$ cat config.mk
export PLATFORM = sky130hd
export DESIGN_NAME = vgarf_ram
export DESIGN_NICKNAME = d
export VERILOG_FILES = /design/src/sv/vgarf_ram.sv
export SDC_FILE = /design/constraint.sdc
export NUM_CORES = 1
export LEC_CHECK = 0
export BUFFER_PORTS_ARGS = -buffer_cell sky130_fd_sc_hd__buf_2
export CORE_MARGIN = 4
export CORE_UTILIZATION = 55
export CTS_CLUSTER_SIZE = 12
export DETAILED_ROUTE_END_ITERATION = 6
export HOLD_SLACK_MARGIN = 0.06
export PLACE_DENSITY = 0.71
export SLEW_MARGIN = 30
export SYNTH_ARGS = -nofsm -noshare
export SYNTH_HDL_FRONTEND = slang
export SYNTH_SLANG_ARGS = --single-unit
export TNS_END_PERCENT = 20
$ cat constraint.sdc
create_clock -name clk -period 3.04 [get_ports clk]
set_input_delay 0.152 -clock clk [delete_from_list [all_inputs] [get_ports clk]]
set_output_delay 0.152 -clock clk [all_outputs]
set_load 0.05 [all_outputs]
$ cat src/sv/vgarf_ram.sv
`timescale 1ns / 1ps
`default_nettype none
// ----------------------------------------------------------------------------
// vgarf_ram
// Single-port synchronous RAM with registered read data.
// ----------------------------------------------------------------------------
module vgarf_ram #(
	parameter int WIDTH = 8,
	parameter int DEPTH = 64
) (
	input  wire logic                     clk,
	input  wire logic                     we,
	input  wire logic [$clog2(DEPTH)-1:0] addr,
	input  wire logic [WIDTH-1:0]         wdata,
	output logic      [WIDTH-1:0]         rdata
);

	logic [WIDTH-1:0] mem_q [DEPTH];
	logic [WIDTH-1:0] rdata_q;

	always_ff @(posedge clk) begin
		if (we) begin
			mem_q[addr] <= wdata;
		end
		rdata_q <= mem_q[addr];
	end

	assign rdata = rdata_q;

endmodule
`default_nettype wire

# Yosys cells after proc, flatten, opt, wreduce, memory -nomap -nowiden
# Memories as Yosys holds them, arrays and structs flattened. A register that Yosys moved wholly into a read port is not among the register bits.
# Index checks and enable logic that the tools add are counted.
# classes
muxes	2
# op_table
cell	count
$mux 1	2
# totals
register_bits	0
ram_bits	512
word_cells	3
memories	1
# memory_table
memory	words	width	read_ports	rd_clocked_by_memory_dff	write_ports	line_no	source
mem_q	64	8	1	1	1	18	logic [WIDTH-1:0] mem_q [DEPTH];

# Longest topological paths before layout
# logic_depth
word_depth	2
mapped_depth	10
mapped_depth_nobuf	5

# Worst setup path before layout
# No wires, ideal clock.
# synth_path
path_kind	input to register
startpoint	input addr[1]
endpoint	memory mem_q[13][0] (enable)
setup_ns	0.370
arrival_time_ns	1.880
required_ns	2.670
path_slack_ns	0.789
path_stages	7
path_cell_list	buf_6 buf_6 nor2b_1 clkbuf_1 clkbuf_1 nand3_1 nor2_1
# synth_lines
element	line_no	source
start, declared	13	input wire logic [$clog2(DEPTH)-1:0] addr,
end, declared	18	
# Straight into the memory's write port.

==> results.json <==
{
  "firstDrtPassIters": 6,
  "status": "finished clean",
  "yosysMostFrequentCell": "edfxtp_1",
  "drt_iter0_drc": 1540,
  "finish.utilization_pct": 63.6,
  "netlist_top_cells_count": "512 x edfxtp_1, 82 x nor2_1, 63 x mux2i_1",
  "io_pins": 24,
  "via_per_inst": 6.62,
  "synth.net_count": 1187,
  "cts_made_buffers": 52,
  "fin_nets": 1312,
  "yosysSeqAreaShare_pct": 76.0,
  "cp_max_fo": 40,
  "globalplace.congestion": 0.949,
  "synth_top_flop_cell": "edfxtp_1",
  "fp.dieW_um": 201,
  "postCtsResizedCells": 0,
  "grt_max_degree": 65,
  "cts_buffer_depth": 3,
  "criticalPathCategory": "input pin to register",
  "first_global_vias": 11800,
  "fin_crit_ns": 2.19,
  "syn_area_per_cell_um2": 17.5,
  "hold_viol_final": 0,
  "critical_path_arrival_ns": 2.66,
  "grt_pass1_wl_um": 76600,
  "antenna_found_initial": 4,
  "synthAdderAreaFrac_pct": 0,
  "ys_types": 56,
  "r2r-end": "rdata[7]",
  "netlist_top_cells_area": "edfxtp_1 75%, mux4_2 4.5%, mux2i_1 3.1%",
  "worstMarginPinSlew_ns": 0.897,
  "fin_setup_tns_ns": 0,
  "vias": 11900,
  "slew_headroom_pct": 40.2,
  "synth-compound-area-share_pct": 8.08,
  "yosys_warnings": 0,
  "reg2reg_depth": 5,
  "fp-row-count": 70,
  "yosys.area_share.xor_xnor_pct": 0,
  "dieArea_um2": 40300,
  "required_ns": 3.51,
  "setup_violations": 0,
  "hpwl_um": 32800,
  "clock_latency_ns": 0.60,
  "coreArea_um2": 36600,
  "startpoint_type": "input pin",
  "finalWirelength_um": 51100,
  "r2r-start": "mem_q[6][7]",
  "synth_seq_cells": 520,
  "die_h_um": 201,
  "start_util_pct": 55.9,
  "synthesis.area_um2": 20400,
  "p_leak_nw": 7.71,
  "synthMuxAreaShare_pct": 8.26,
  "htree_levels": 2,
  "drc": 0,
  "port-buffer-count": 23,
  "synth_top_family_by_area": "multiplexers",
  "hp-class": "input pin to register",
  "r2r_slack_ns": 0.86,
  "synthToLayoutAreaGrowth_pct": 13.9,
  "synth_top_area_share_pct": 75.2,
  "ctsHoldBuffers": 0,
  "synth_edf_count": 512,
  "synthCells": 1171,
  "fin_worst_skew_ns": 0.0153,
  "clkTransAtPathRegs_ns": 0.06,
  "post-place-ws_ns": 0.288,
  "slew_violations": 0,
  "post-cts-setup-buffer-count": 0,
  "n_fill_cell": 2508,
  "drive_gt1_share_pct": 20.4,
  "ant_nets": 0,
  "overflow": 0,
  "worst_slack_ns": 0.849,
  "endpoint_kind": "register",
  "synth_async_sr_flop_share_pct": 0,
  "endpoint": "rdata[7]",
  "wl_per_cell_um": 28.4,
  "min_period_over_period_pct": 72.1,
  "powerDensity_nw_per_um2": 631,
  "synthSimpleGateAreaFrac_pct": 5.71,
  "cts.sinks": 520,
  "power.total_mw": 14.7,
  "cts_tree": "built",
  "root_buffer": "clkbuf_16",
  "maxCapViolCount": 0,
  "max_clock_freq_ghz": 0.456,
  "cp-startpoint": "addr[1]",
  "ir_drop_v": 0.000480,
  "rsz0062_at_grt": "false",
  "synth_top_area_cell": "edfxtp_1",
  "grt_usage_pct": 25.2
}
## metal layers
layer | part of all wire (%) | vias to the layer above | GRT usage, % | wire [um]
met4 | 4.4 | 4 | 10.5 | 2270
met2 | 46 | 719 | 38.2 | 23400
met1 | 39 | 6028 | 36.1 | 19900
met3 | 11 | 151 | 5.56 | 5520
met5 | 0.053 | - | 0 | 27
li1 | - | 5000 | - | -
## metrics by stage
stage / hold WS, ns / std cells / cell area (um^2)
2_1_floorplan: 0.251 / 1171 / 20400
3_3_place_gp: 0.648 / 1710 / 21800
3_5_place_dp: 0.637 / 1710 / 21800
4_1_cts: 0.0936 / 1798 / 23300
5_1_grt: 0.122 / 1798 / 23300
6_report: 0.103 / 1799 / 23300
## where the power goes
part / internal [mW] / switching, mW / leakage [nW]
combinational: 0.278 / 0.596 / 2.30
clock: 3.28 / 2.58 / 0.731
sequential: 7.94 / 0.0304 / 4.67
total: 11.5 / 3.21 / 7.71
## sequential cells by signal (all words and copies together) (netlist names)
register / count
mem_q: 512
rdata: 8
## cells in the final DEF (no fill, tap or decap), types with 4 or more instances in the layout
| cell | instances |
|---|---|
| o2bb2ai_1 | 7 |
| a21oi_1 | 28 |
| nand3_1 | 8 |
| a22o_1 | 10 |
| mux2i_1 | 63 |
| o22a_1 | 11 |
| buf_4 | 131 |
| clkinv_1 | 4 |
| a21o_1 | 4 |
| nand3b_1 | 12 |
| nand2b_1 | 24 |
| edfxtp_1 | 512 |
| a211oi_1 | 6 |
| nand2_1 | 45 |
| nor2_1 | 80 |
| a32oi_1 | 7 |
| o22ai_1 | 22 |
| and3_1 | 9 |
| mux4_2 | 41 |
| mux2_1 | 7 |
| o31ai_1 | 5 |
| a221o_1 | 11 |
| nor2b_1 | 7 |
| mux2_2 | 5 |
| o21ai_0 | 9 |
| or3b_2 | 5 |
| and4_1 | 6 |
| and2_1 | 9 |
| a31oi_1 | 15 |
| o221ai_1 | 9 |
| clkbuf_1 | 23 |
| buf_2 | 18 |
| dfxtp_1 | 8 |
| clkbuf_16 | 52 |
| a22oi_1 | 40 |
| a221oi_1 | 21 |
## layout make-up
type | instances | area, um^2 | area share [%]
Clock inverter | 12 | 119 | 0.510
Sequential cell | 520 | 15500 | 66.7
Inverter | 3 | 11.3 | 0.0483
Tap cell | 468 | 586 | 2.51
Clock buffer | 76 | 1400 | 6.02
Antenna cell | 1 | 2.50 | 0.0107
Timing Repair Buffer | 152 | 1120 | 4.83
Multi-Input combinational cell | 567 | 4520 | 19.4
## how the worst min path moves through the flow
stage | startpoint | to | slack, ns | depth (start not counted)
after floorplan | wdata[0] | mem_q[0][0] | 0.25 | 0
after global placement | rdata[3] | rdata[3] | 0.65 | 1
after detailed placement | rdata[3] | rdata[3] | 0.64 | 1
after CTS | wdata[0] | mem_q[15][0] | 0.09 | 1
after global routing | wdata[4] | mem_q[15][4] | 0.12 | 1
final | wdata[4] | mem_q[23][4] | 0.10 | 1
## critical path: stages
cell	delay [ns]
buf_4	0.49
buf_4	0.36
buf_4	0.23
mux2i_1	0.20
o22ai_1	0.10
o31ai_1	0.42
o2111ai_1	0.16
or4b_1	0.53
## cell families after synthesis
kind of cell | Yosys count
AOI/OAI and AO/OA | 222
buffers and inverters | 84
muxes | 116
DFF | 520
and+or+nand+nor | 229
Note: power is estimated with default switching activity, not from simulation.
