[src/sv/vgarf_pkg.sv]
`timescale 1ns / 1ps
`default_nettype none
// ----------------------------------------------------------------------------
// vgarf_pkg
// Shared constants, port codes and types of the VGA register file shadow.
// ----------------------------------------------------------------------------
package vgarf_pkg;

	// register counts of the shadowed groups
	localparam int CRTC_COUNT      = 25;
	localparam int GRAPHICS_COUNT  = 9;
	localparam int SEQUENCER_COUNT = 5;
	localparam int ATTRIBUTE_COUNT = 21;
	localparam int MISC_COUNT      = 6;
	localparam int PALETTE_SIZE    = 768;

	// shadow memory map: palette bytes first, then the register groups
	localparam int CRTC_BASE  = PALETTE_SIZE;
	localparam int GFX_BASE   = CRTC_BASE + CRTC_COUNT;
	localparam int SEQ_BASE   = GFX_BASE + GRAPHICS_COUNT;
	localparam int ATTR_BASE  = SEQ_BASE + SEQUENCER_COUNT;
	localparam int MISC_BASE  = ATTR_BASE + ATTRIBUTE_COUNT;
	localparam int MEM_DEPTH  = MISC_BASE + MISC_COUNT;
	localparam int ADDR_W     = $clog2(MEM_DEPTH);
	localparam int DAC_W      = $clog2(PALETTE_SIZE);

	// slots of the misc/status group
	localparam int SLOT_MISC    = 0;
	localparam int SLOT_STAT0   = 1;
	localparam int SLOT_STAT1   = 2;
	localparam int SLOT_PELMASK = 3;
	localparam int SLOT_FEAT1   = 4;
	localparam int SLOT_FEAT2   = 5;

	// byte index / 3 as multiply by reciprocal, exact for indices below 768
	localparam int DIV3_MUL   = 683;
	localparam int DIV3_SHIFT = 11;

	localparam logic [7:0] PEL_DEFAULT = 8'hFF;
	localparam logic [4:0] ATTR_IDX_MASK = 5'h1F;

	// standard VGA port addresses
	localparam logic [9:0] P_CRTC_I_MONO  = 10'h3B4;
	localparam logic [9:0] P_CRTC_D_MONO  = 10'h3B5;
	localparam logic [9:0] P_STAT1_MONO   = 10'h3BA;
	localparam logic [9:0] P_ATTR_W       = 10'h3C0;
	localparam logic [9:0] P_ATTR_R       = 10'h3C1;
	localparam logic [9:0] P_MISC_W       = 10'h3C2;
	localparam logic [9:0] P_SEQ_I        = 10'h3C4;
	localparam logic [9:0] P_SEQ_D        = 10'h3C5;
	localparam logic [9:0] P_PELMASK      = 10'h3C6;
	localparam logic [9:0] P_DAC_RI       = 10'h3C7;
	localparam logic [9:0] P_DAC_WI       = 10'h3C8;
	localparam logic [9:0] P_DAC_D        = 10'h3C9;
	localparam logic [9:0] P_FEAT2        = 10'h3CA;
	localparam logic [9:0] P_MISC_R       = 10'h3CC;
	localparam logic [9:0] P_GFX_I        = 10'h3CE;
	localparam logic [9:0] P_GFX_D        = 10'h3CF;
	localparam logic [9:0] P_CRTC_I_COLOR = 10'h3D4;
	localparam logic [9:0] P_CRTC_D_COLOR = 10'h3D5;
	localparam logic [9:0] P_STAT1_COLOR  = 10'h3DA;

	localparam logic REQ_READ  = 1'b0;
	localparam logic REQ_WRITE = 1'b1;

	// access decoded by the control unit for the current item
	typedef struct packed {
		logic              mem_rd;    // result comes from the shadow memory
		logic              mem_we;    // store mem_wdata at mem_addr
		logic              pel_fix;   // stored zero reads as 0xFF
		logic              fwd;       // not handled by the shadow
		logic [ADDR_W-1:0] mem_addr;
		logic [7:0]        mem_wdata;
		logic [7:0]        imm_data;  // result when no memory read is needed
	} acc_req_t;

endpackage
`default_nettype wire

[src/sv/vgarf_ctrl.sv]
`timescale 1ns / 1ps
`default_nettype none
// ----------------------------------------------------------------------------
// vgarf_ctrl
// Port decode and index registers; turns one access into a memory request.
// ----------------------------------------------------------------------------
module vgarf_ctrl (
	input  wire logic                clk,
	input  wire logic                arst_n,
	input  wire logic                acc,
	input  wire logic                direct_access,
	input  wire logic                req_type,
	input  wire logic [9:0]          io_port,
	input  wire logic [7:0]          write_data,
	output vgarf_pkg::acc_req_t      req
);

	localparam int AW = vgarf_pkg::ADDR_W;
	localparam int DW = vgarf_pkg::DAC_W;

	logic [7:0]    crtc_idx_q, gfx_idx_q, seq_idx_q;
	logic [4:0]    attr_idx_q;
	logic          attr_ff_q;
	logic [DW-1:0] dac_w_q, dac_r_q;

	logic [7:0]    crtc_idx_d, gfx_idx_d, seq_idx_d;
	logic [4:0]    attr_idx_d;
	logic          attr_ff_d;
	logic [DW-1:0] dac_w_d, dac_r_d;

	logic          crtc_ok, gfx_ok, seq_ok, attr_ok;
	logic [DW+1:0] val_x3;
	logic [DW-1:0] val_idx;

	function automatic logic [DW-1:0] dac_bump(input logic [DW-1:0] idx);
		logic [DW:0] nxt;
		nxt = {1'b0, idx} + (DW+1)'(1);
		return (nxt >= (DW+1)'(vgarf_pkg::PALETTE_SIZE)) ? '0 : nxt[DW-1:0];
	endfunction

	function automatic logic [7:0] div3(input logic [DW-1:0] x);
		logic [DW+10:0] prod;
		prod = (DW+11)'(x) * (DW+11)'(vgarf_pkg::DIV3_MUL);
		return prod[vgarf_pkg::DIV3_SHIFT +: 8];
	endfunction

	function automatic logic [AW-1:0] slot(input int s);
		return AW'(vgarf_pkg::MISC_BASE + s);
	endfunction

	assign crtc_ok = 9'(crtc_idx_q) < 9'(vgarf_pkg::CRTC_COUNT);
	assign gfx_ok  = 9'(gfx_idx_q) < 9'(vgarf_pkg::GRAPHICS_COUNT);
	assign seq_ok  = 9'(seq_idx_q) < 9'(vgarf_pkg::SEQUENCER_COUNT);
	assign attr_ok = 6'(attr_idx_q) < 6'(vgarf_pkg::ATTRIBUTE_COUNT);

	// colour index times 3, folded once into the palette range
	assign val_x3  = (DW+2)'({write_data, 1'b0}) + (DW+2)'(write_data);
	assign val_idx = (val_x3 >= (DW+2)'(vgarf_pkg::PALETTE_SIZE))
		? DW'(val_x3 - (DW+2)'(vgarf_pkg::PALETTE_SIZE)) : DW'(val_x3);

	always_comb begin
		crtc_idx_d = crtc_idx_q;
		gfx_idx_d  = gfx_idx_q;
		seq_idx_d  = seq_idx_q;
		attr_idx_d = attr_idx_q;
		attr_ff_d  = attr_ff_q;
		dac_w_d    = dac_w_q;
		dac_r_d    = dac_r_q;
		req        = '0;
		req.mem_wdata = write_data;
		if (direct_access) begin
			req.fwd = 1'b1;
		end else if (req_type == vgarf_pkg::REQ_WRITE) begin
			case (io_port)
				vgarf_pkg::P_CRTC_I_MONO, vgarf_pkg::P_CRTC_I_COLOR: begin
					crtc_idx_d = write_data;
				end
				vgarf_pkg::P_CRTC_D_MONO, vgarf_pkg::P_CRTC_D_COLOR: begin
					req.fwd      = !crtc_ok;
					req.mem_we   = crtc_ok;
					req.mem_addr = AW'(vgarf_pkg::CRTC_BASE) + AW'(crtc_idx_q);
				end
				vgarf_pkg::P_GFX_I: begin
					gfx_idx_d = write_data;
				end
				vgarf_pkg::P_GFX_D: begin
					req.fwd      = !gfx_ok;
					req.mem_we   = gfx_ok;
					req.mem_addr = AW'(vgarf_pkg::GFX_BASE) + AW'(gfx_idx_q);
				end
				vgarf_pkg::P_SEQ_I: begin
					seq_idx_d = write_data;
				end
				vgarf_pkg::P_SEQ_D: begin
					req.fwd      = !seq_ok;
					req.mem_we   = seq_ok;
					req.mem_addr = AW'(vgarf_pkg::SEQ_BASE) + AW'(seq_idx_q);
				end
				vgarf_pkg::P_ATTR_W: begin
					if (attr_ff_q) begin
						attr_idx_d = write_data[4:0] & vgarf_pkg::ATTR_IDX_MASK;
						attr_ff_d  = 1'b0;
					end else begin
						attr_ff_d    = 1'b1;
						req.fwd      = !attr_ok;
						req.mem_we   = attr_ok;
						req.mem_addr = AW'(vgarf_pkg::ATTR_BASE) + AW'(attr_idx_q);
					end
				end
				vgarf_pkg::P_MISC_W: begin
					req.mem_we   = 1'b1;
					req.mem_addr = slot(vgarf_pkg::SLOT_MISC);
				end
				vgarf_pkg::P_DAC_WI: begin
					dac_w_d = val_idx;
				end
				vgarf_pkg::P_DAC_RI: begin
					dac_r_d = val_idx;
				end
				vgarf_pkg::P_DAC_D: begin
					req.mem_we   = 1'b1;
					req.mem_addr = AW'(dac_w_q);
					dac_w_d      = dac_bump(dac_w_q);
				end
				vgarf_pkg::P_PELMASK: begin
					req.mem_we   = 1'b1;
					req.mem_addr = slot(vgarf_pkg::SLOT_PELMASK);
				end
				vgarf_pkg::P_MISC_R: begin
					req.mem_we   = 1'b1;
					req.mem_addr = slot(vgarf_pkg::SLOT_FEAT1);
				end
				vgarf_pkg::P_FEAT2: begin
					req.mem_we   = 1'b1;
					req.mem_addr = slot(vgarf_pkg::SLOT_FEAT2);
				end
				default: begin
					req.fwd = 1'b1;
				end
			endcase
		end else begin
			case (io_port)
				vgarf_pkg::P_CRTC_I_MONO, vgarf_pkg::P_CRTC_I_COLOR: begin
					req.imm_data = crtc_idx_q;
				end
				vgarf_pkg::P_CRTC_D_MONO, vgarf_pkg::P_CRTC_D_COLOR: begin
					req.fwd      = !crtc_ok;
					req.mem_rd   = crtc_ok;
					req.mem_addr = AW'(vgarf_pkg::CRTC_BASE) + AW'(crtc_idx_q);
				end
				vgarf_pkg::P_GFX_I: begin
					req.imm_data = gfx_idx_q;
				end
				vgarf_pkg::P_GFX_D: begin
					req.fwd      = !gfx_ok;
					req.mem_rd   = gfx_ok;
					req.mem_addr = AW'(vgarf_pkg::GFX_BASE) + AW'(gfx_idx_q);
				end
				vgarf_pkg::P_SEQ_I: begin
					req.imm_data = seq_idx_q;
				end
				vgarf_pkg::P_SEQ_D: begin
					req.fwd      = !seq_ok;
					req.mem_rd   = seq_ok;
					req.mem_addr = AW'(vgarf_pkg::SEQ_BASE) + AW'(seq_idx_q);
				end
				vgarf_pkg::P_ATTR_W: begin
					req.imm_data = 8'(attr_idx_q);
				end
				vgarf_pkg::P_ATTR_R: begin
					req.fwd      = !attr_ok;
					req.mem_rd   = attr_ok;
					req.mem_addr = AW'(vgarf_pkg::ATTR_BASE) + AW'(attr_idx_q);
				end
				vgarf_pkg::P_STAT1_MONO, vgarf_pkg::P_STAT1_COLOR: begin
					attr_ff_d    = 1'b1;
					req.mem_rd   = 1'b1;
					req.mem_addr = slot(vgarf_pkg::SLOT_STAT1);
				end
				vgarf_pkg::P_MISC_R: begin
					req.mem_rd   = 1'b1;
					req.mem_addr = slot(vgarf_pkg::SLOT_MISC);
				end
				vgarf_pkg::P_MISC_W: begin
					req.mem_rd   = 1'b1;
					req.mem_addr = slot(vgarf_pkg::SLOT_STAT0);
				end
				vgarf_pkg::P_DAC_WI: begin
					req.imm_data = div3(dac_w_q);
				end
				vgarf_pkg::P_DAC_RI: begin
					req.imm_data = div3(dac_r_q);
				end
				vgarf_pkg::P_DAC_D: begin
					req.mem_rd   = 1'b1;
					req.mem_addr = AW'(dac_r_q);
					dac_r_d      = dac_bump(dac_r_q);
				end
				vgarf_pkg::P_PELMASK: begin
					req.mem_rd   = 1'b1;
					req.pel_fix  = 1'b1;
					req.mem_addr = slot(vgarf_pkg::SLOT_PELMASK);
				end
				default: begin
					req.fwd = 1'b1;
				end
			endcase
		end
	end

	always_ff @(posedge clk or negedge arst_n) begin
		if (!arst_n) begin
			crtc_idx_q <= '0;
			gfx_idx_q  <= '0;
			seq_idx_q  <= '0;
			attr_idx_q <= '0;
			attr_ff_q  <= 1'b0;
			dac_w_q    <= '0;
			dac_r_q    <= '0;
		end else if (acc) begin
			crtc_idx_q <= crtc_idx_d;
			gfx_idx_q  <= gfx_idx_d;
			seq_idx_q  <= seq_idx_d;
			attr_idx_q <= attr_idx_d;
			attr_ff_q  <= attr_ff_d;
			dac_w_q    <= dac_w_d;
			dac_r_q    <= dac_r_d;
		end
	end

endmodule
`default_nettype wire
[config.mk]
export PLATFORM = sky130hd
export DESIGN_NAME = vgarf_ctrl
export DESIGN_NICKNAME = d
export VERILOG_FILES = /design/src/sv/vgarf_pkg.sv /design/src/sv/vgarf_ctrl.sv
export SDC_FILE = /design/constraint.sdc
export NUM_CORES = 1
export LEC_CHECK = 0
export ABC_CLOCK_PERIOD_IN_PS = 7300
export BUFFER_PORTS_ARGS = -buffer_cell sky130_fd_sc_hd__buf_2
export CAP_MARGIN = 20
export CORE_UTILIZATION = 52
export DETAILED_ROUTE_END_ITERATION = 10
export PLACE_DENSITY_LB_ADDON = 0.2
export SETUP_SLACK_MARGIN = 0.2
export SLEW_MARGIN = 20
export SYNTH_ARGS = -nofsm -noshare
export SYNTH_HDL_FRONTEND = slang
export SYNTH_SLANG_ARGS = --single-unit
[constraint.sdc]
create_clock -name clk -period 7.3 [get_ports clk]
set_clock_uncertainty 0.15 [all_clocks]
set_input_delay 1.095 -clock clk [delete_from_list [all_inputs] [get_ports clk]]
set_output_delay 1.095 -clock clk [all_outputs]
set_load 0.05 [all_outputs]
* After elaboration in Yosys (flattened, before gate mapping)
Index checks and enable logic that the tools add are counted.
** Word-level totals
- Flip-flop bits (word level) :: 50
- Latch bits :: 0
- Memory bits (writable) :: 0
- Bits in read-only memories :: 0
- Input port bits :: 23
- Output and inout bits :: 30
- Logic and storage cells :: 97
- Memories kept :: 0
** Cells by class
- Add/sub/neg operators :: 8
- Multipliers :: 2
- Divide/modulo/power cells :: 0
- $lt $le $gt $ge :: 7
- Equal/unequal tests :: 21
- Shift operators :: 0
- Multiplexer cells :: 30
- Bitwise gates (word level) :: 1
- Reductions and logical operators :: 21
** Operators by type and width (count)
- equality test 10 bit (second input constant) :: 19
- case mux 10 bit (9 select lines) :: 2
- 2-to-1 mux 10 bit :: 7
- case mux 8 bit (6 select lines) :: 1
- multiplier 10 x 10 -> 19 bit (second input constant) :: 2
- adder 9 x 9 -> 10 bit (first input constant) :: 3
- AND reduction 4 bit :: 6
- adder 10 x 1 -> 11 bit (second input constant) :: 2
- >= comparator 11 x 10 -> 1 bit (second input constant) :: 2
- 2-to-1 mux 11 bit :: 2
- case mux 1 bit (5 select lines) :: 4
- case mux 10 bit (2 select lines) :: 1
- 2-to-1 mux 8 bit :: 2
- OR reduction 13 bit :: 1
- OR reduction 11 bit :: 1
- adder 9 x 6 -> 10 bit (first input constant) :: 1
- adder 9 x 8 -> 10 bit :: 1
- >= comparator 10 bit (second input constant) :: 1
- 2-to-1 mux 1 bit :: 10
- subtractor 10 bit (second input constant) :: 1
- less-than comparator 8 x 3 -> 1 bit (second input constant) :: 1
- less-than comparator 8 x 4 -> 1 bit (second input constant) :: 1
- less-than comparator 8 x 5 -> 1 bit (second input constant) :: 1
- nonzero test 2 bit :: 3
- 9 further kinds :: 15

* Logic depth before layout (Yosys ltp)
Gate-level depths: netlist (run 1).
- Depth in word-level cells :: 6
- Gate-level depth with buffers :: 17
- Gate-level depth less buffers :: 17

* Worst setup path before layout (run 1)
OpenSTA, ideal clock, no wires.
- Path kind :: register to output
- Start point :: register dac_w_q[3]
- End point :: output req[7] (netlist bit)
- Arrival time :: 4.932 ns
- Required time :: 6.055 ns
- Path slack :: 1.123 ns
- Cell stages (with the launch flop) :: 16
- Buffers on the path :: 0
- Path through :: dfrtp_1 > ha_1 > inv_1 > fa_1 > fa_1 > inv_1 > fa_1 > ha_1 > ha_1 > o21ai_0 > a21o_2 > a21oi_1 > a211o_1 > or3_1 > a211o_1 > a31oi_1
** RTL lines
- start: declaration :: line vgarf_ctrl.sv:24 : logic [DW-1:0] dac_w_q, dac_r_q;
- start signal: assignment :: line vgarf_ctrl.sv:226 : dac_w_q <= dac_w_d;
- end: declaration :: line vgarf_ctrl.sv:15 : output vgarf_pkg::acc_req_t req

==> results of run 1 <==
## cells in the final DEF (no fill, tap or decap), types with 6 or more instances in the layout
| cell | synthesis | layout |
|---|---|---|
| o22ai_1 | 11 | 11 |
| nor4_1 | 6 | 6 |
| mux2_2 | 30 | 30 |
| a21oi_1 | 63 | 63 |
| nand2b_1 | 10 | 10 |
| nor3_1 | 20 | 18 |
| a22oi_1 | 12 | 12 |
| nand4_1 | 12 | 12 |
| fa_1 | 43 | 43 |
| a32oi_1 | 6 | 6 |
| a31oi_1 | 14 | 14 |
| a221oi_1 | 6 | 6 |
| o21ai_0 | 69 | 68 |
| nor2b_1 | 8 | 8 |
| nand2_1 | 71 | 71 |
| inv_1 | 108 | 108 |
| a22o_1 | 13 | 13 |
| and3_1 | 11 | 11 |
| nand3_1 | 23 | 23 |
| dfrtp_1 | 50 | 50 |
| xor2_1 | 16 | 16 |
| ha_1 | 130 | 130 |
| nor2_1 | 55 | 55 |
| buf_2 | 10 | 52 |
| o21bai_1 | 6 | 6 |
| o211ai_1 | 6 | 6 |
| xnor2_1 | 30 | 30 |
## report_power, final
group / leakage, nW / switching [mW] / total [mW] / internal [mW]
Clock: 0.0763 / 0.117 / 0.248 / 0.132
Sequential: 0.677 / 0.00501 / 0.284 / 0.279
Combinational: 3.38 / 0.138 / 0.214 / 0.0757
Total: 4.13 / 0.260 / 0.746 / 0.486
## logic make-up (layout without fill, tap and decap cells)
family / Yosys count / in the layout / share of synthesized area
AO/OA/AOI/OAI: 258 / 258 / 0.210
adder cells (fa/ha/maj): 173 / 173 / 0.313
buffers and inverters: 146 / 172 / 0.0774
multiplexers: 33 / 33 / 0.0463
XOR/XNOR: 46 / 46 / 0.0508
flip-flops: 50 / 50 / 0.158
AND/OR/NAND/NOR: 237 / 237 / 0.144
## layer usage
metal | share of wire | vias up | GRT usage | wire (um)
li1 | - | 3436 | - | -
met1 | 0.43 | 3450 | 0.408 | 9760
met2 | 0.44 | 391 | 0.438 | 9870
met3 | 0.095 | 43 | 0.0582 | 2130
met4 | 0.033 | 0 | 0.0918 | 741
met5 | 0 | - | 0 | 0
## sequential cells by signal (all words and copies together), names as in the netlist
name / cells
crtc_idx_q: 8
dac_w_q: 10
attr_idx_q: 5
seq_idx_q: 8
gfx_idx_q: 8
attr_ff_q: 1
dac_r_q: 10
## final timing paths
check,start,end,cells past startpoint
setup / recovery,dac_w_q[4],req[7],16
max in group asynchronous,arst_n,dac_r_q[4],2
min in group asynchronous,arst_n,dac_w_q[1],2
hold reg to reg,crtc_idx_q[6],crtc_idx_q[6],1
setup reg to reg,dac_r_q[2],dac_r_q[5],8
hold / removal,crtc_idx_q[6],crtc_idx_q[6],1
## worst register-to-register path, stage by stage (launching register included)
cell	delay [ns]
dfrtp_1	0.54
ha_1	0.31
nand4_1	0.19
nor4_1	0.39
mux2i_1	0.13
o221ai_1	0.82
inv_1	0.24
a32oi_1	0.27
o21ai_0	0.12
## final cells by class
class                      count  area share
clock buffer                   5      0.0149
clock inverter                 3     0.00342
inverter                     109      0.0487
multi-input combinational    747       0.723
sequential                    50       0.149
tap                          184      0.0274
timing repair buffer          55      0.0336
==> results_dict.tcl, run 1 <==
set metrics [dict create \
    outcome "finished with violations" \
    drtIter0Drc 1002 \
    p_per_area_nw_per_um2 88.7 \
    numCtsBuffers 5 \
    vias 7320 \
    min_period_over_period 0.879 \
    cp-end-kind "output port" \
    final-max-slew-violation-count 0 \
    cts_tree "yes" \
    drc 2 \
    layout-drive-gt1-share 0.114 \
    diodes 0 \
    synth_commonest_cells "ha_1 (130), inv_1 (108), nand2_1 (71)" \
    synth_top_area_frac 0.205 \
    dp.cells 1144 \
    r2r_setup_slack_ns 4.02 \
    post-route-min-period_ns 6.42 \
    clk_latency_ns 0.30 \
    synth-seq-area-share 0.158 \
    gp_congestion 0.974 \
    peakVddDrop_v 0.0000907 \
    cap_viol_max_count 0 \
    nNetsFinal 1164 \
    cts_resized 0 \
    async_reset_ff_frac 1.00 \
    hold_viol_final 0 \
    finalWorstSetupSlack_ns 0.880 \
    synthesis.area_um2 7940 \
    yosysTopAreaCell "ha_1" \
    fin_area_um2 8410 \
    multi_input_area_um2 6080 \
    first_pass_iters 11 \
    yosys_warnings 0 \
    seqCellArea_um2 1250 \
    crit_path_cell_trace "ha_1 > ha_1 > ha_1 > fa_1 > inv_1 > fa_1 > inv_1 > ha_1 > nand3_1 > a21oi_2 > or3_1 > a211o_1 > or3_1 > a211o_1 > a31oi_1 > buf_2" \
    dieArea_um2 15800 \
    crit_path_start_kind "register" \
    grt_pass1_vias 6741 \
    hold_path.class "reg -> reg" \
    synth.distinct_cells 68 \
    hpwl_um 18400 \
    crit_type "reg -> out" \
    std_cell_rows 44 \
    htree_levels 2 \
    tightestPinTransition_ns 1.02 \
    critPathMaxFanout 9 \
    synth_area_per_cell_um2 8.42 \
    synth_flop_cell "dfrtp_1" \
    cts.sinks 50 \
    fp.dieW_um 126 \
    via_per_inst 6.35 \
    dieHeight_um 126 \
    total_power_mw 0.746 \
    slew_headroom 0.321 \
    area_growth_pct 5.94 \
    grt_pass1_wl_um 35700 \
    fin_cells 1153 \
    totalWireLength_um 22500 \
    post-cts-setup-buffers 0 \
    cpPeakStageDelay_ns 0.52 \
    tns_ns 0 \
    setup_viol 0 \
    grt_max_degree 51 \
    arrival_ns 5.18 \
    ant_nets 0 \
    yosys-top-cells-area "ha_1 (20%), dfrtp_1 (16%), fa_1 (11%)" \
    dp_slack_ns 1.20 \
    num_io_pins 53 \
    start_util 0.540 \
    fillers 1373 \
    ys_seq_elements 50 \
    crit_path_frequent_cell "ha_1" \
    crit_family "adder cells" \
    utilization 0.572 \
    antenna_found_initial 0 \
    track_usage 0.288 \
    place_area_um2 8240 \
    synth_edf_count 0 \
    cts_hold_buf 0 \
    portBuffers 52 \
    critPathBufInv 3 \
    cts_buffer_depth 2 \
    clockRootBuffer "clkbuf_16" \
    rsz0062_at_grt "no" \
    cp_slowest_cell "dfrtp_1" \
    syn-num-nets 1139 \
    wire_per_inst_um 19.5 \
    violations "DRC" \
    coreArea_um2 14700 \
    max_freq_ghz 0.156 \
    p_leak_nw 4.13 \
    cts.clk_slew.worst_paths_ns 0.08 \
    grt_overflow 0 \
    yosysMostFrequentCell "ha_1" \
    whs_ns 0.477 \
    critical_path_required_ns 6.05 \
    synthCells 943 \
]
(Power assumes the default switching activity.)
==> run 2: changes to the inputs <==
--- a/config.mk
+++ b/config.mk
@@ -10,7 +10,7 @@
 export CAP_MARGIN = 20
 export CORE_UTILIZATION = 52
 export DETAILED_ROUTE_END_ITERATION = 10
-export PLACE_DENSITY_LB_ADDON = 0.2
+export PLACE_DENSITY = 0.7
 export SETUP_SLACK_MARGIN = 0.2
 export SLEW_MARGIN = 20
 export SYNTH_ARGS = -nofsm -noshare
==> run 2 against run 1 <==
Net effect:
- the run still ends with DRC left
- die area is the same
- power grew 0.89%
- critical endpoint unchanged
- clock power rose by 3%
- largest power group unchanged
- maximum frequency barely moved
==> results_dict.tcl, run 2 (synthesis gave the netlist of run 1 again) <==
set metrics [dict create \
    r2r_start "dac_r_q[2]" \
    max_freq_ghz 0.156 \
    clockRootBuffer "clkbuf_16" \
    cts.clk_slew.worst_paths_ns 0.08 \
    drtIter0Drc 978 \
    crit_type "reg -> out" \
    htree_levels 2 \
    rr_worst_depth 8 \
    whs_ns 0.457 \
    hold_end "crtc_idx_q[7]" \
    vias 7383 \
    hold_viol_final 0 \
    grt_overflow 0 \
    layout_commonest_cell "ha_1" \
    fin_area_um2 8400 \
    slew_headroom 0.321 \
    coreArea_um2 14700 \
    r2r_setup_slack_ns 4.01 \
    dp_slack_ns 1.21 \
    first_pass_iters 9 \
    post-cts-setup-buffers 0 \
    largestRegisters "dac_r_q x10, dac_w_q x10" \
    cap_viol_max_count 0 \
    hpwl_um 18400 \
    diodes 0 \
    p_per_area_nw_per_um2 89.6 \
    area_growth_pct 5.86 \
    cts_tree "yes" \
    fp.dieW_um 126 \
    layout-drive-gt1-share 0.112 \
    total_power_mw 0.753 \
    arrival_ns 5.18 \
    setup_viol 0 \
    cts.sinks 50 \
    min_path_cells 1 \
    tightestPinTransition_ns 1.01 \
    final-max-slew-violation-count 0 \
    dieArea_um2 15800 \
    totalWireLength_um 22600 \
    antenna_found_initial 0 \
    hp-start "crtc_idx_q[7]" \
    place_area_um2 8240 \
    final_cell_mix "ha_1 (130), inv_1 (108), nand2_1 (71), o21ai_0 (68), a21oi_1 (63)" \
    r2r-end "dac_r_q[6]" \
    utilization 0.572 \
    numCtsBuffers 5 \
    portBuffers 52 \
    min_period_over_period 0.880 \
    grt_pass1_wl_um 36400 \
    grt_max_degree 51 \
    fillers 1391 \
    cts_resized 0 \
    nNetsFinal 1163 \
    drc 1 \
    rsz0062_at_grt "no" \
    wire_per_inst_um 19.6 \
    p_leak_nw 4.14 \
    peakVddDrop_v 0.0000940 \
    dieHeight_um 126 \
    cts_buffer_depth 2 \
    grt_pass1_vias 6825 \
    track_usage 0.292 \
    critPathMaxFanout 9 \
    hold_path.class "reg -> reg" \
    cts_hold_buf 0 \
    via_per_inst 6.41 \
    tns_ns 0 \
    start_util 0.540 \
    fin_cells 1152 \
    outcome "finished with violations" \
    num_io_pins 53 \
    critical_path_required_ns 6.05 \
    std_cell_rows 44 \
    ant_nets 0 \
    violations "DRC" \
    finalWorstSetupSlack_ns 0.874 \
    dp.cells 1144 \
    gp_congestion 0.971 \
    cp-end-kind "output port" \
    clk_latency_ns 0.30 \
    crit_path_start_kind "register" \
    post-route-min-period_ns 6.43 \
]
[run 2: cell types whose count changed in the layout (fill, tap and decap cells not counted), sizes merged]
| cell | change |
|---|---|
| buf | -1 |
[run 2: cell type report]
cell class | count | area (um2) | share of cell area
Tap cell | 184 | 230 | 0.0274
Clock inverter | 3 | 28.8 | 0.00343
Timing Repair Buffer | 54 | 275 | 0.0328
Clock buffer | 5 | 125 | 0.0149
Multi-Input combinational cell | 747 | 6080 | 0.724
Inverter | 109 | 409 | 0.0487
Sequential cell | 50 | 1250 | 0.149
[run 2: worst max-delay path by stage]
stage / startpoint / to / slack, ns
after detailed placement: dac_w_q[3] / req[7] / 1.21
after global placement: dac_w_q[4] / req[7] / 1.26
after CTS: dac_w_q[3] / req[7] / 0.87
after global routing: dac_w_q[3] / req[7] / 0.65
final: dac_w_q[4] / req[7] / 0.87
after floorplan: dac_w_q[3] / req[7] / 1.12
[run 2: where the power goes]
| group | internal (mW) | switching, mW |
|---|---|---|
| combinational | 0.0758 | 0.137 |
| clock | 0.132 | 0.124 |
| sequential | 0.279 | 0.00465 |
| total | 0.487 | 0.266 |
[run 2: metal layers]
metal,vias to the layer above,part of all wire,global-route usage
met4,0,0.034,0.0933
li1,3445,-,-
met1,3498,0.45,0.420
met3,72,0.083,0.0496
met5,-,0,0
met2,368,0.44,0.446
[run 2: worst max-delay path, stage by stage (launching register included)]
cell,delay [ns]
dfrtp_1,0.52
ha_1,0.38
inv_1,0.06
fa_1,0.49
fa_1,0.53
inv_1,0.06
fa_1,0.45
ha_1,0.30
ha_1,0.38
o21ai_0,0.11
a21o_2,0.11
a21oi_1,0.05
a211o_1,0.32
or3_1,0.38
a211o_1,0.26
a31oi_1,0.17
buf_2,0.30
==> run 3: changes to the inputs <==
--- a/config.mk
+++ b/config.mk
@@ -5,9 +5,11 @@
 export SDC_FILE = /design/constraint.sdc
 export NUM_CORES = 1
 export LEC_CHECK = 0
+export ABC_AREA = 1
 export ABC_CLOCK_PERIOD_IN_PS = 7300
 export BUFFER_PORTS_ARGS = -buffer_cell sky130_fd_sc_hd__buf_2
 export CAP_MARGIN = 20
+export CORE_MARGIN = 5
 export CORE_UTILIZATION = 52
 export DETAILED_ROUTE_END_ITERATION = 10
 export PLACE_DENSITY = 0.7
==> run 3 against run 2 <==
Net effect:
- the run now ends clean
- final cell count grew 36%
- die area increased by 26%
- sequential share of layout area down 1.7 points
- via count grew 22%
- final area up 13%
- sequential power about the same
- clock-buffer cell count stayed put
- combinational power increased by 75%
- maximum frequency grew 7.0%
- non-clock buffer count down 1
- area after synthesis increased by 12%
- largest power group is now combinational cells
==> results_dict.tcl, run 3 <==
set metrics [dict create \
    synth_flop_cell "dfrtp_1" \
    swShare 0.398 \
    synth_top_area_frac 0.183 \
    htree_levels 2 \
    largestRegisters "dac_r_q x10, dac_w_q x10" \
    yosys-top-cells-area "ha_1 (18%), dfrtp_1 (14%), nand2_1 (12%)" \
    first_pass_iters 8 \
    p_per_area_nw_per_um2 99.4 \
    clockRootBuffer "clkbuf_16" \
    yosysTopAreaCell "ha_1" \
    crit_path_start_kind "register" \
    crit_type "reg -> out" \
    seqCellArea_um2 1250 \
    layout-drive-gt1-share 0.0821 \
    cts_tree "yes" \
    r2r-end "dac_w_q[9]" \
    layout_commonest_cell "nand2_1" \
    cts_resized 0 \
    cp-startpoint "dac_w_q[7]" \
    min_period_over_period 0.823 \
    totalWireLength_um 27400 \
    area_growth_pct 6.41 \
    multi_input_area_um2 6690 \
    utilization 0.566 \
    syn-num-nets 1510 \
    finalWorstSetupSlack_ns 1.29 \
    fp.dieW_um 141 \
    ant_nets 0 \
    tightestPinTransition_ns 0.767 \
    synthesis.area_um2 8890 \
    r2r_start "dac_w_q[1]" \
    dieArea_um2 19800 \
    max_freq_ghz 0.166 \
    peakVddDrop_v 0.000136 \
    p_sw_mw 0.374 \
    synthCells 1314 \
    diodes 0 \
    cts.sinks 50 \
    dieHeight_um 141 \
    grt_max_degree 51 \
    critical_path_required_ns 6.05 \
    ys_seq_elements 50 \
    synth.distinct_cells 47 \
    track_usage 0.275 \
    wire_per_inst_um 17.4 \
    vias 8994 \
    setup_viol 0 \
    arrival_ns 4.76 \
    grt_overflow 0 \
    grt_pass1_vias 8307 \
    synth-seq-area-share 0.141 \
    fillers 1682 \
    drtIter0Drc 1032 \
    rsz0062_at_grt "no" \
    post-cts-setup-buffers 0 \
    yosys_warnings 0 \
    p_leak_nw 5.17 \
    tns_ns 0 \
    post-route-min-period_ns 6.01 \
    grt_pass1_wl_um 44100 \
    dp_slack_ns 1.60 \
    p_comb_frac 0.397 \
    coreArea_um2 16700 \
    rr_worst_depth 10 \
    gp_congestion 0.983 \
    portBuffers 52 \
    cp-end-kind "output port" \
    internal-power_mw 0.565 \
    slew_headroom 0.485 \
    outcome "completed" \
    nNetsFinal 1547 \
    antenna_found_initial 0 \
    clk_latency_ns 0.30 \
    fin_cells 1572 \
    cap_viol_max_count 0 \
    critPathCapture "req[0]" \
    via_per_inst 5.72 \
    async_reset_ff_frac 1.00 \
    num_io_pins 53 \
    hold_path.class "reg -> reg" \
    cts.clk_slew.worst_paths_ns 0.07 \
    final_cell_mix "nand2_1 (281), inv_1 (206), nor2_1 (154), ha_1 (130), nand3_1 (107)" \
    cts_hold_buf 0 \
    r2r_setup_slack_ns 4.82 \
    hpwl_um 23100 \
    p_seq_frac 0.303 \
    std_cell_rows 47 \
    hold_viol_final 0 \
    yosysMostFrequentCell "nand2_1" \
    final-max-slew-violation-count 0 \
    numCtsBuffers 5 \
    synth_edf_count 0 \
    synth_commonest_cells "nand2_1 (281), inv_1 (206), nor2_1 (154)" \
    cts_buffer_depth 2 \
    critPathMaxFanout 10 \
    start_util 0.532 \
    clkPwrFrac 0.300 \
    dp.cells 1564 \
    synth_area_per_cell_um2 6.76 \
    drc 0 \
]
==> run 3: worst min path at each step <==
stage	endpoint	startpoint	depth (start not counted)	slack (ns)
2_1_floorplan	crtc_idx_q[0]	crtc_idx_q[0]	2	0.30
3_3_place_gp	crtc_idx_q[0]	crtc_idx_q[0]	2	0.32
3_5_place_dp	crtc_idx_q[1]	crtc_idx_q[1]	2	0.33
4_1_cts	crtc_idx_q[1]	crtc_idx_q[1]	2	0.35
5_1_grt	crtc_idx_q[1]	crtc_idx_q[1]	2	0.39
6_report	crtc_idx_q[1]	crtc_idx_q[1]	2	0.35
==> run 3: area by class of cell <==
type | count | share of cell area
multi-input cells | 1027 | 0.707
well taps | 220 | 0.0291
flip-flops and latches | 50 | 0.132
inverters | 214 | 0.0850
repair buffers | 53 | 0.0283
clock inverters | 3 | 0.00503
clock buffers | 5 | 0.0132
==> run 3: logic make-up after synthesis <==
| logic type | synth area share |
|---|---|
| AO/OA/AOI/OAI | 0.117 |
| XOR/XNOR | 0.0276 |
| adder cells (fa/ha/maj) | 0.280 |
| buffers and inverters | 0.107 |
| flip-flops | 0.141 |
| AND/OR/NAND/NOR | 0.328 |
==> run 3: critical path, stage by stage (launching register included) <==
cell and delay (ns):
dfrtp_1 0.60, ha_1 0.34, ha_1 0.28, inv_1 0.06
fa_1 0.54, inv_1 0.05, fa_1 0.49, inv_1 0.05
fa_1 0.49, inv_1 0.04, ha_1 0.32, a21o_1 0.20
nand2_1 0.05, nand2_1 0.06, inv_1 0.06, nand3_1 0.08
a21oi_1 0.12, o21ai_0 0.15, nand3_1 0.13, nand2_1 0.06
inv_1 0.05, buf_2 0.25
==> run 3: stage by stage <==
stage | instance area, um2 | total power, mW | hold slack, ns
floorplan | 8890 | 0.563 | 0.303
global placement | 9280 | 0.652 | 0.316
detailed placement | 9280 | 0.656 | 0.328
CTS | 9460 | 0.937 | 0.347
global route | 9460 | 1.00 | 0.394
finish | 9460 | 0.940 | 0.354
==> run 3: power groups by stage <==
stage | logic [mW] | clock network (mW) | registers (mW)
6_report | 0.373 | 0.282 | 0.285
5_1_grt | 0.424 | 0.295 | 0.285
4_1_cts | 0.369 | 0.283 | 0.284
3_5_place_dp | 0.366 | 0 | 0.290
3_3_place_gp | 0.362 | 0 | 0.290
2_1_floorplan | 0.275 | 0 | 0.288
==> run 3: layer usage <==
metal  track usage  vias to the layer above  wire length [um]
li1              -                     4382                 -
met1         0.409                     4128             12700
met2         0.401                      419             11500
met3        0.0616                       65              2380
met4        0.0785                        0               848
met5             0                        -                 0
